--- src/rtl/lru_pkg.sv ---
package lru_pkg;

	localparam int FRAMES_DEF    = 64;
	localparam int PAGE_BITS_DEF = 16;
	localparam int CFG_W         = 7;
	localparam int CNT_W         = 32;
	localparam logic [CFG_W-1:0] CFG_RESET = 7'd64;

	// Signals that ripple from one stack cell to the next one down.
	typedef struct packed {
		logic valid;   // the cell above holds a resident page
		logic hit;     // some cell above (or this one) matched the request
	} link_t;

endpackage

--- src/rtl/lru_cell.sv ---
module lru_cell #(
	parameter int PAGE_BITS = lru_pkg::PAGE_BITS_DEF,
	parameter int IDX       = 0,
	parameter int EFF_W     = 7
) (
	input  logic                 clk,
	input  logic                 arst_n,
	input  logic                 load,
	input  logic                 miss,
	input  logic [EFF_W-1:0]     eff_size,
	input  logic [PAGE_BITS-1:0] req_page,
	input  logic [PAGE_BITS-1:0] page_in,
	input  lru_pkg::link_t       link_in,
	output logic [PAGE_BITS-1:0] page_out,
	output lru_pkg::link_t       link_out
);

	logic [PAGE_BITS-1:0] page_q;
	logic                 valid_q;
	logic                 match;
	logic                 shift;
	logic                 keep_ok;

	assign match   = valid_q && (page_q == req_page);
	// Every cell down to the matching one moves; on a miss the whole row moves.
	assign shift   = load && !link_in.hit;
	assign keep_ok = EFF_W'(IDX) < eff_size;

	always_ff @(posedge clk) begin
		if (shift) begin
			page_q <= page_in;
		end
	end

	always_ff @(posedge clk or negedge arst_n) begin
		if (!arst_n) begin
			valid_q <= 1'b0;
		end else if (load && miss) begin
			valid_q <= link_in.valid && keep_ok;
		end
	end

	assign page_out       = page_q;
	assign link_out.valid = valid_q;
	assign link_out.hit   = link_in.hit || match;

endmodule

--- src/rtl/lru_page_replacement_core.sv ---
// Channel  | Direction | Handshake          | Payload
// s_*      | in        | s_tvalid/s_tready  | page number
// m_*      | out       | m_tvalid/m_tready  | fault, request total, fault total
// cfg_*    | in        | cfg_valid/cfg_ready| cache_size
//
// One request per cycle: the compare-and-shift row of cells finds the hit and
// reorders the stack in the cycle of the transfer, and the result is loaded into
// the output register and shown in the cycle after. The input is stalled only
// while that result waits on m_tready. Reset empties the stack, clears both
// totals and sets cache_size to 64; configuration is always accepted.
module lru_page_replacement_core #(
	parameter int FRAMES    = lru_pkg::FRAMES_DEF,
	parameter int PAGE_BITS = lru_pkg::PAGE_BITS_DEF
) (
	input  logic                      clk,
	input  logic                      arst_n,
	input  logic                      s_tvalid,
	output logic                      s_tready,
	input  logic [((PAGE_BITS + 7) / 8) * 8 - 1:0] s_tdata,   // [PAGE_BITS-1:0] page
	output logic                      m_tvalid,
	input  logic                      m_tready,
	output logic [((1 + 2 * lru_pkg::CNT_W + 7) / 8) * 8 - 1:0] m_tdata,
	                                             // [0] fault, [32:1] request_total,
	                                             // [64:33] fault_total
	input  logic                      cfg_valid,
	output logic                      cfg_ready,
	input  logic [lru_pkg::CFG_W-1:0] cfg_data  // cache_size
);

	localparam int RES_W = 1 + 2 * lru_pkg::CNT_W;
	localparam int OUT_W = ((RES_W + 7) / 8) * 8;
	localparam int EFF_W = $clog2(FRAMES + 1);

	logic [lru_pkg::CFG_W-1:0] cache_size_q;
	logic [EFF_W-1:0]          eff_size;
	logic [31:0]               cfg_ext;
	logic [lru_pkg::CNT_W-1:0] req_q;
	logic [lru_pkg::CNT_W-1:0] flt_q;
	logic                      out_valid_q;
	logic                      out_fault_q;
	logic [lru_pkg::CNT_W-1:0] out_req_q;
	logic [lru_pkg::CNT_W-1:0] out_flt_q;
	logic                      accept;
	logic                      miss;
	logic [PAGE_BITS-1:0]      req_page;
	logic [PAGE_BITS-1:0]      page_chain [0:FRAMES];
	lru_pkg::link_t            link_chain [0:FRAMES];
	logic [FRAMES-1:0]         valid_vec;

	assign cfg_ready = 1'b1;
	assign s_tready  = !out_valid_q || m_tready;
	assign accept    = s_tvalid && s_tready;
	assign req_page  = s_tdata[PAGE_BITS-1:0];

	always_ff @(posedge clk or negedge arst_n) begin
		if (!arst_n) begin
			cache_size_q <= lru_pkg::CFG_RESET;
		end else if (cfg_valid && cfg_ready) begin
			cache_size_q <= cfg_data;
		end
	end

	// Zero acts as one frame, anything beyond the built row as the whole row.
	always_comb begin
		cfg_ext = 32'(cache_size_q);
		if (cfg_ext == 32'd0) begin
			eff_size = EFF_W'(1);
		end else if (cfg_ext > 32'(FRAMES)) begin
			eff_size = EFF_W'(FRAMES);
		end else begin
			eff_size = EFF_W'(cfg_ext);
		end
	end

	assign page_chain[0]       = req_page;
	assign link_chain[0].valid = 1'b1;
	assign link_chain[0].hit   = 1'b0;
	assign miss                = !link_chain[FRAMES].hit;

	for (genvar i = 0; i < FRAMES; i++) begin : g_cell
		lru_cell #(
			.PAGE_BITS(PAGE_BITS),
			.IDX      (i),
			.EFF_W    (EFF_W)
		) u_cell (
			.clk     (clk),
			.arst_n  (arst_n),
			.load    (accept),
			.miss    (miss),
			.eff_size(eff_size),
			.req_page(req_page),
			.page_in (page_chain[i]),
			.link_in (link_chain[i]),
			.page_out(page_chain[i+1]),
			.link_out(link_chain[i+1])
		);
		assign valid_vec[i] = link_chain[i+1].valid;
	end

	always_ff @(posedge clk or negedge arst_n) begin
		if (!arst_n) begin
			req_q       <= '0;
			flt_q       <= '0;
			out_valid_q <= 1'b0;
		end else begin
			if (accept) begin
				req_q <= req_q + 1'b1;
				if (miss) begin
					flt_q <= flt_q + 1'b1;
				end
			end
			if (accept) begin
				out_valid_q <= 1'b1;
			end else if (m_tready) begin
				out_valid_q <= 1'b0;
			end
		end
	end

	always_ff @(posedge clk) begin
		if (accept) begin
			out_fault_q <= miss;
			out_req_q   <= req_q + 1'b1;
			out_flt_q   <= miss ? flt_q + 1'b1 : flt_q;
		end
	end

	assign m_tvalid = out_valid_q;
	assign m_tdata  = {{(OUT_W - RES_W){1'b0}}, out_flt_q, out_req_q, out_fault_q};

	// Resident pages always fill the top of the stack without gaps.
	a_valid_prefix: assert property (@(posedge clk) disable iff (!arst_n)
		((valid_vec >> 1) & ~valid_vec) == '0)
		else $error("resident slots do not form a prefix");

	// A miss never leaves more resident pages than the effective size.
	a_size_bound: assert property (@(posedge clk) disable iff (!arst_n)
		accept && miss |=> $countones(valid_vec) <= 32'($past(eff_size)))
		else $error("stack holds more pages than the cache size");

	// A shown result carries the totals that the counters now hold.
	a_totals: assert property (@(posedge clk) disable iff (!arst_n)
		m_tvalid |-> (out_req_q == req_q) && (out_flt_q == flt_q))
		else $error("result totals disagree with counters");

	// A hit leaves the fault total where it was.
	a_hit_count: assert property (@(posedge clk) disable iff (!arst_n)
		accept && !miss |=> flt_q == $past(flt_q))
		else $error("fault total moved on a hit");

	// After any request, hit or miss, the requested page is resident at the top.
	a_top_page: assert property (@(posedge clk) disable iff (!arst_n)
		accept |=> valid_vec[0] && (page_chain[1] == $past(req_page)))
		else $error("requested page not at the top of the stack");

endmodule
--- config.mk ---
export PLATFORM = sky130hd
export DESIGN_NAME = lru_page_replacement_core
export DESIGN_NICKNAME = d
export VERILOG_FILES = /design/src/rtl/lru_pkg.sv /design/src/rtl/lru_cell.sv /design/src/rtl/lru_page_replacement_core.sv
export SDC_FILE = /design/constraint.sdc
export NUM_CORES = 2
export LEC_CHECK = 0
export BUFFER_PORTS_ARGS = -buffer_cell sky130_fd_sc_hd__buf_2
export CAP_MARGIN = 40
export CORE_UTILIZATION = 35
export DETAILED_ROUTE_END_ITERATION = 10
export PLACE_DENSITY = 0.62
export SLEW_MARGIN = 15
export SYNTH_ARGS = -nofsm -noshare
export SYNTH_HDL_FRONTEND = slang
export SYNTH_SLANG_ARGS = --single-unit
--- constraint.sdc ---
create_clock -name clk -period 5.2 [get_ports clk]
set_input_delay 1.04 -clock clk [delete_from_list [all_inputs] [get_ports clk]]
set_output_delay 1.04 -clock clk [all_outputs]
set_load 0.005 [all_outputs]
# Yosys cells after proc, flatten, opt, wreduce, memory -nomap -nowiden
# Cells that the tools add are included.
[word_totals]
reg_bits = 1225
input_bits = 28
out_inout_bits = 75
wordCells = 594
[classes]
add_sub_neg = 2
magnitude_cmp = 65
eq_ne = 64
muxes = 5
reduce_logical = 323
[op_table]
columns = ["operator", "count"]
rows = [
  ["equality test 16 bit", 64],
  ["less-than comparator 6 x 7 -> 1 bit, first input constant", 32],
  ["logical AND 1 bit", 192],
  ["less-than comparator 5 x 7 -> 1 bit, first input constant", 16],
  ["logical NOT 1 bit", 65],
  ["adder 32 x 1 -> 32 bit, second input constant", 2],
  ["logical OR 1 bit", 64],
  ["less-than comparator 4 x 7 -> 1 bit, first input constant", 8],
  ["two-way mux 32 bit", 1],
  ["less-than comparator 3 x 7 -> 1 bit, first input constant", 4],
  ["less-than comparator 1 x 7 -> 1 bit, first input constant", 2],
  ["less-than comparator 2 x 7 -> 1 bit, first input constant", 2],
  ["two-way mux 7 bit", 2],
  ["greater-than comparator 7 bit, second input constant", 1],
  ["logical NOT 7 bit", 1],
  ["two-way mux 1 bit", 2],
  ["nonzero test 2 bit", 1],
]

# Logic depth before layout (Yosys ltp)
[depth]
word_depth = 67
ltp_mapped = 16
ltp_nobuf = 10

# By module
# Synthesis repeated with hierarchy kept, for this count alone.
[unflattened]
hier_cells = 3502
area_unflattened_um2 = 52765.6
[by_module_without_submodules]
columns = ["module", "instances", "cells_each", "area_each_um2", "seq_area_each_um2"]
rows = [
  ["lru_page_replacement_core", 1, 512, 6182.2, 3754.9],
  ["lru_cell (g_cell[48].u_cell ...)", 8, 48, 729.4, 505.5],
  ["lru_cell (g_cell[10].u_cell ...)", 6, 47, 730.7, 505.5],
  ["lru_cell (g_cell[14].u_cell ...)", 5, 46, 728.2, 505.5],
  ["lru_cell (g_cell[17].u_cell ...)", 5, 46, 726.9, 505.5],
  ["lru_cell (g_cell[13].u_cell ...)", 5, 46, 725.7, 505.5],
  ["lru_cell (g_cell[11].u_cell ...)", 4, 46, 724.4, 505.5],
  ["lru_cell (g_cell[26].u_cell ...)", 3, 48, 730.7, 505.5],
  ["lru_cell (g_cell[12].u_cell ...)", 3, 46, 729.4, 505.5],
  ["lru_cell (g_cell[53].u_cell ...)", 3, 48, 728.2, 505.5],
  ["lru_cell (g_cell[23].u_cell ...)", 3, 46, 723.2, 505.5],
  ["lru_cell (g_cell[20].u_cell ...)", 2, 47, 733.2, 505.5],
  ["lru_cell (g_cell[18].u_cell ...)", 2, 47, 732.0, 505.5],
  ["lru_cell (g_cell[21].u_cell ...)", 2, 47, 729.4, 505.5],
  ["13 more rows", "--", "--", "--", "--"],
]

# Worst setup path after synthesis
# No wires, ideal clock.
[synth_timing]
kind = "in2reg"
startpoint = "in s_tdata[1]"
endpoint = "reg g_cell[27].u_cell.page_q[0], enable pin"
setup_ps = 389
arrival_time_ps = 6129
required_ps = 4811
path_slack_ps = -1318
path_stages = 14
n_path_buf = 5
cell_sequence = "buf_4 buf_6 buf_6 buf_4 xnor2_1 nand3_1 or4_1 o21ai_0 nor3_1 and2_1 clkbuf_1 nor2b_1 nand2b_1 nor2_1"
[synth_between]
elab_chain_cells = 30
elab_cells_between_ends = 82
classes_between = "eq/ne (27); reduce/logical (55)"
[synth_lines]
columns = ["element", "line", "source"]
rows = [
  ["start, declared", "lru_page_replacement_core.sv:19", "input logic [((PAGE_BITS + 7) / 8) * 8 - 1:0] s_tdata,"],
  ["equality test 16 bit", "lru_cell.sv:24", "assign match = valid_q && (page_q == req_page);"],
  ["logical AND 1 bit", "lru_cell.sv:24", ""],
  ["logical OR 1 bit (25 in series)", "lru_cell.sv:45", "assign link_out.hit = link_in.hit || match;"],
  ["logical OR 1 bit (*)", "lru_cell.sv:45", ""],
  ["logical NOT 1 bit (*)", "lru_cell.sv:26", "assign shift = load && !link_in.hit;"],
  ["logical AND 1 bit (*)", "lru_cell.sv:26", ""],
  ["via g_cell[27].u_cell.shift", "lru_cell.sv:21", "logic shift;"],
  ["end signal, assigned", "lru_cell.sv:31", "page_q <= page_in;"],
  ["end, declared", "lru_cell.sv:18", "logic [PAGE_BITS-1:0] page_q;"],
]
# Mark *: on every way through the listed nets, which the timed path passes. The rest lies on a longest branch.
# A chain may end at the register's enable or synchronous reset.

# Worst setup path in the final report
[layout_timing]
startpoint = "in s_tdata[2]"
endpoint = "reg g_cell[20].u_cell.valid_q"
[layout_between]
elab_chain_cells = 67
elab_cells_between_ends = 193
classes_between = "eq/ne (64); reduce/logical (129)"
[layout_lines]
columns = ["element", "line", "source"]
rows = [
  ["equality test 16 bit", "lru_cell.sv:24", ""],
  ["logical AND 1 bit", "lru_cell.sv:24", ""],
  ["logical OR 1 bit (62 in series)", "lru_cell.sv:45", ""],
  ["logical OR 1 bit (*)", "lru_cell.sv:45", ""],
  ["logical NOT 1 bit (*)", "lru_page_replacement_core.sv:78", "assign miss = !link_chain[FRAMES].hit;"],
  ["logical AND 1 bit (*)", "lru_cell.sv:38", "end else if (load && miss) begin"],
  ["end signal, assigned", "lru_cell.sv:39", "valid_q <= link_in.valid && keep_ok;"],
  ["end, declared", "lru_cell.sv:19", "logic valid_q;"],
]
# Mark *: on every way between the ends. The rest lies on a longest branch, timed or not.

==> key figures <==
Status
  • Status: finished clean

Logic synthesis
  • #FFs+latches synth: between 1000 and 1500
  • Post-synth top flop: edfxtp_1
  • Sequential area share after synthesis: 63.7%
  • Asr flop ratio synth: ~11%
  • Ys Warns: 0
  • Post-synth EDFFs: between 1000 and 1500
  • Unique masters post-synth: 78
  • Mapped Area: about 57000 um2
  • Post-Syn Area per Cell: around 14 um2
  • Cells after synthesis: approximately 4000

STA
  • Slew HR: 40.3%
  • Final setup vio count: 0
  • Max-slew violation count: 0
  • Period Utilization, post-route: 83.6%
  • TNS Setup: 0 ns
  • RSZ-0062 raised after global routing: no
  • Max Fclk: 230 MHz
  • Tightest Pin Transition: just under 0.9 ns
  • Final hold vios: 0
  • Setup ws final: 0.853 ns
  • Crit path time final: about 4.3 ns
  • Final setup skew: 0.0394 ns

Die
  • I/O Pins: between 100 and 150
  • Chip Width: 404 um
  • Die Area: between 150000 and 200000 um2
  • Die height: roughly 400 um
  • Area of the core: between 150000 and 200000 um2
  • Num rows: about 150
  • Initial core utilization: 35.3%

Setup path
  • Crit Path Class: in -> reg
  • R2R Path End: g_cell[30].u_cell.page_out[13]
  • Worst r2r src: g_cell[4].u_cell.page_out[8]
  • Setup crit start kind: input pin
  • Critical Path Start: s_tdata[2]
  • Critical Path AT: ~5.0 ns
  • Crit Path Max Fanout: 35
  • CP endpoint: g_cell[20].u_cell.valid_q
  • Reg2reg path depth: 9
  • Worst setup EP type: flip-flop
  • Crit path required time: 5.82 ns
  • R2r setup slk: between 1 and 1.5 ns

Place
  • Placed insts: approximately 6300
  • Placement Setup Slack: ~0.14 ns
  • Post-DP HPWL: 106000 um
  • Port Buffers: 94
  • GP Congestion: approximately 0.92

Route
  • Via count of the routed design: around 34000
  • Via density: around 5.2
  • Routed Wire Length: about 150000 um
  • Post-route ant nets: 0
  • Number of remaining DRC errors: 0
  • Pre-Repair DR Iteration Count: 5
  • Routed WL per cell: 22.6 um
  • DR iter-0 viols: between 3000 and 4000

Clocking
  • Post-CTS Setup Bufs: 0
  • Reg clk slew, reported paths: roughly 0.060 ns
  • CTS sink count: roughly 1200
  • CTS buffer count: 130
  • Worst skew pair latency: 0.76 ns
  • Clock tree root buffer cell: clkbuf_16
  • H-tree depth: 4
  • CTS Buffer Depth: 3
  • Post-CTS Hold Buffers: 0
  • CTS tree: done
  • Post-cts sizing count: 0

Global routing
  • Largest net degree at the start of global routing: 72
  • First-pass GRT wire length: about 220000 um
  • Total track usage: between 10% and 20%
  • GR Overflow Total: 0
  • Vias in the first global route: between 30000 and 40000
  • Initial antenna violation count: 1

Finish
  • Diode count: 0
  • Fin nets: approximately 4300
  • Final instance count without filler cells: roughly 6500
  • Layout cells sized above 1: between 10% and 20%
  • Synth-to-layout area growth: 13.9%

Worst hold path
  • Worst Hold Class: in -> async

Pwr
  • Overall power: 23.8 mW
  • Pwr/cell area: approximately 370 nW/um2
  • Max IR drop VDD: between 300 and 400 uV
  • Leak: about 22 nW

Run
  • Maxcap violations: 0
power breakdown:
group	internal, mW	switching [mW]	total (mW)	leakage [nW]
registers	11.5	0.577	12.1	12.2
clock network	5.35	3.93	9.27	2.05
logic	0.951	1.48	2.43	7.50
total	17.8	5.98	23.8	21.7
synthesized netlist by cell type (all sizes together), types with 8 or more instances:
master  instances  area (um2)
a21oi          26         130
o22ai          20         125
edfxtp       1089       32700
nand4         201        1260
or4b           28         280
and4           17         149
nor2          132         498
inv            43         161
nor4          141         985
nand3         127         641
mux2i          23         230
nand2b         29         189
nor4b          23         220
clkbuf         27         101
dfrtp         135        3380
nor3b          13        97.6
buf           137        1320
nand4b         16         146
or3            24         150
nand3b         16         120
xor2          493        4330
nor4bb         12         120
xnor2         665        5820
nand2         219         822
or4            95         717
o21ai          12        60.1
o32ai           8        70.1
nor3           56         292
and3           28         175
and2           10        62.6
mux2           49         608
nor2b          13        81.3
cells in the final DEF, fill, tap and decap left out, types with 17 or more instances in the layout:
cell / instances
edfxtp_1: 1089
xnor2_1: 665
xor2_1: 492
nand2_1: 219
nand4_1: 201
buf_4: 139
dfrtp_1: 135
clkbuf_16: 133
nor2_1: 127
nand3_1: 126
nor4_1: 124
or4_1: 94
buf_2: 78
nor3_1: 47
inv_1: 43
buf_12: 35
mux2_2: 34
clkbuf_1: 29
and3_1: 28
nand2b_1: 28
a21oi_1: 26
or3_1: 24
or4b_2: 23
mux2i_1: 23
clkinv_1: 22
o22ai_1: 20
nor4b_1: 19
clkinv_2: 18
and4_1: 17
how the worst min path moves through the flow:
stage / end / slack (ns) / cells after the start
3_5_place_dp: g_cell[22].u_cell.page_out[3] / 0.45 / 0
2_1_floorplan: flt_q[20] / 0.45 / 1
3_3_place_gp: g_cell[1].u_cell.page_out[15] / 0.45 / 0
4_1_cts: m_tvalid / 0.31 / 1
6_report: m_tvalid / 0.32 / 1
5_1_grt: m_tvalid / 0.35 / 1
registers in the layout, summed over array words and instances, names as in the netlist:
register,cells
g_cell.u_cell.page_out,1024
out_flt_q,32
g_cell.u_cell.valid_q,64
req_q,32
out_req_q,32
cache_size_q,7
m_tvalid,1
flt_q,32
out_fault_q,1
cells by family (layout without fill, tap and decap cells):
logic type	count (synthesis)	in the layout	synth area share (%)
adders and majority gates	2	2	0.0441
other	2	8	0.0132
muxes	72	72	1.48
xor gates and xnor gates	1158	1158	17.9
AOI/OAI and AO/OA	113	113	1.38
DFF	1225	1225	63.7
and+or+nand+nor	1222	1222	12.7
buffers and inverters	208	541	2.80
critical path: stages:
cell	delay, ns
buf_4	0.45
buf_12	0.28
buf_4	0.26
xor2_1	0.28
or4_1	0.17
or4_1	0.10
o22ai_1	0.10
nor4_1	0.54
nand3_1	0.31
or4b_1	0.61
nand2b_4	0.19
buf_12	0.18
mux2_4	0.33
layout make-up:
| cell class | count | area (um2) |
|---|---|---|
| fill | 14900 | 96200 |
| sequential | 1225 | 36100 |
| multi-input combinational | 2575 | 19100 |
| clock buffer | 167 | 3510 |
| tap | 2160 | 2700 |
| timing repair buffer | 261 | 2240 |
| clock inverter | 69 | 707 |
| inverter | 44 | 168 |
per-layer routing:
metal  up-vias  wire, um  GRT usage (%)  part of all wire, %
li1      15200         -              -                    -
met1     17200     62400           23.7                   43
met2      1224     71000           29.6                   48
met3       249      9420           3.06                  6.4
met4         0      4080           6.10                  2.8
met5         -         0              0                    0
stage by stage:
step / hold slack [ns] / cell area [um2] / utilization [%]
after detailed placement: 0.455 / 60300 / 37.5
after global routing: 0.347 / 64600 / 40.2
after floorplan: 0.446 / 56800 / -
after global placement: 0.449 / 60200 / 37.5
after CTS: 0.314 / 64500 / 40.1
final: 0.317 / 64600 / 40.2
Note: power is estimated with default switching activity, not from simulation.
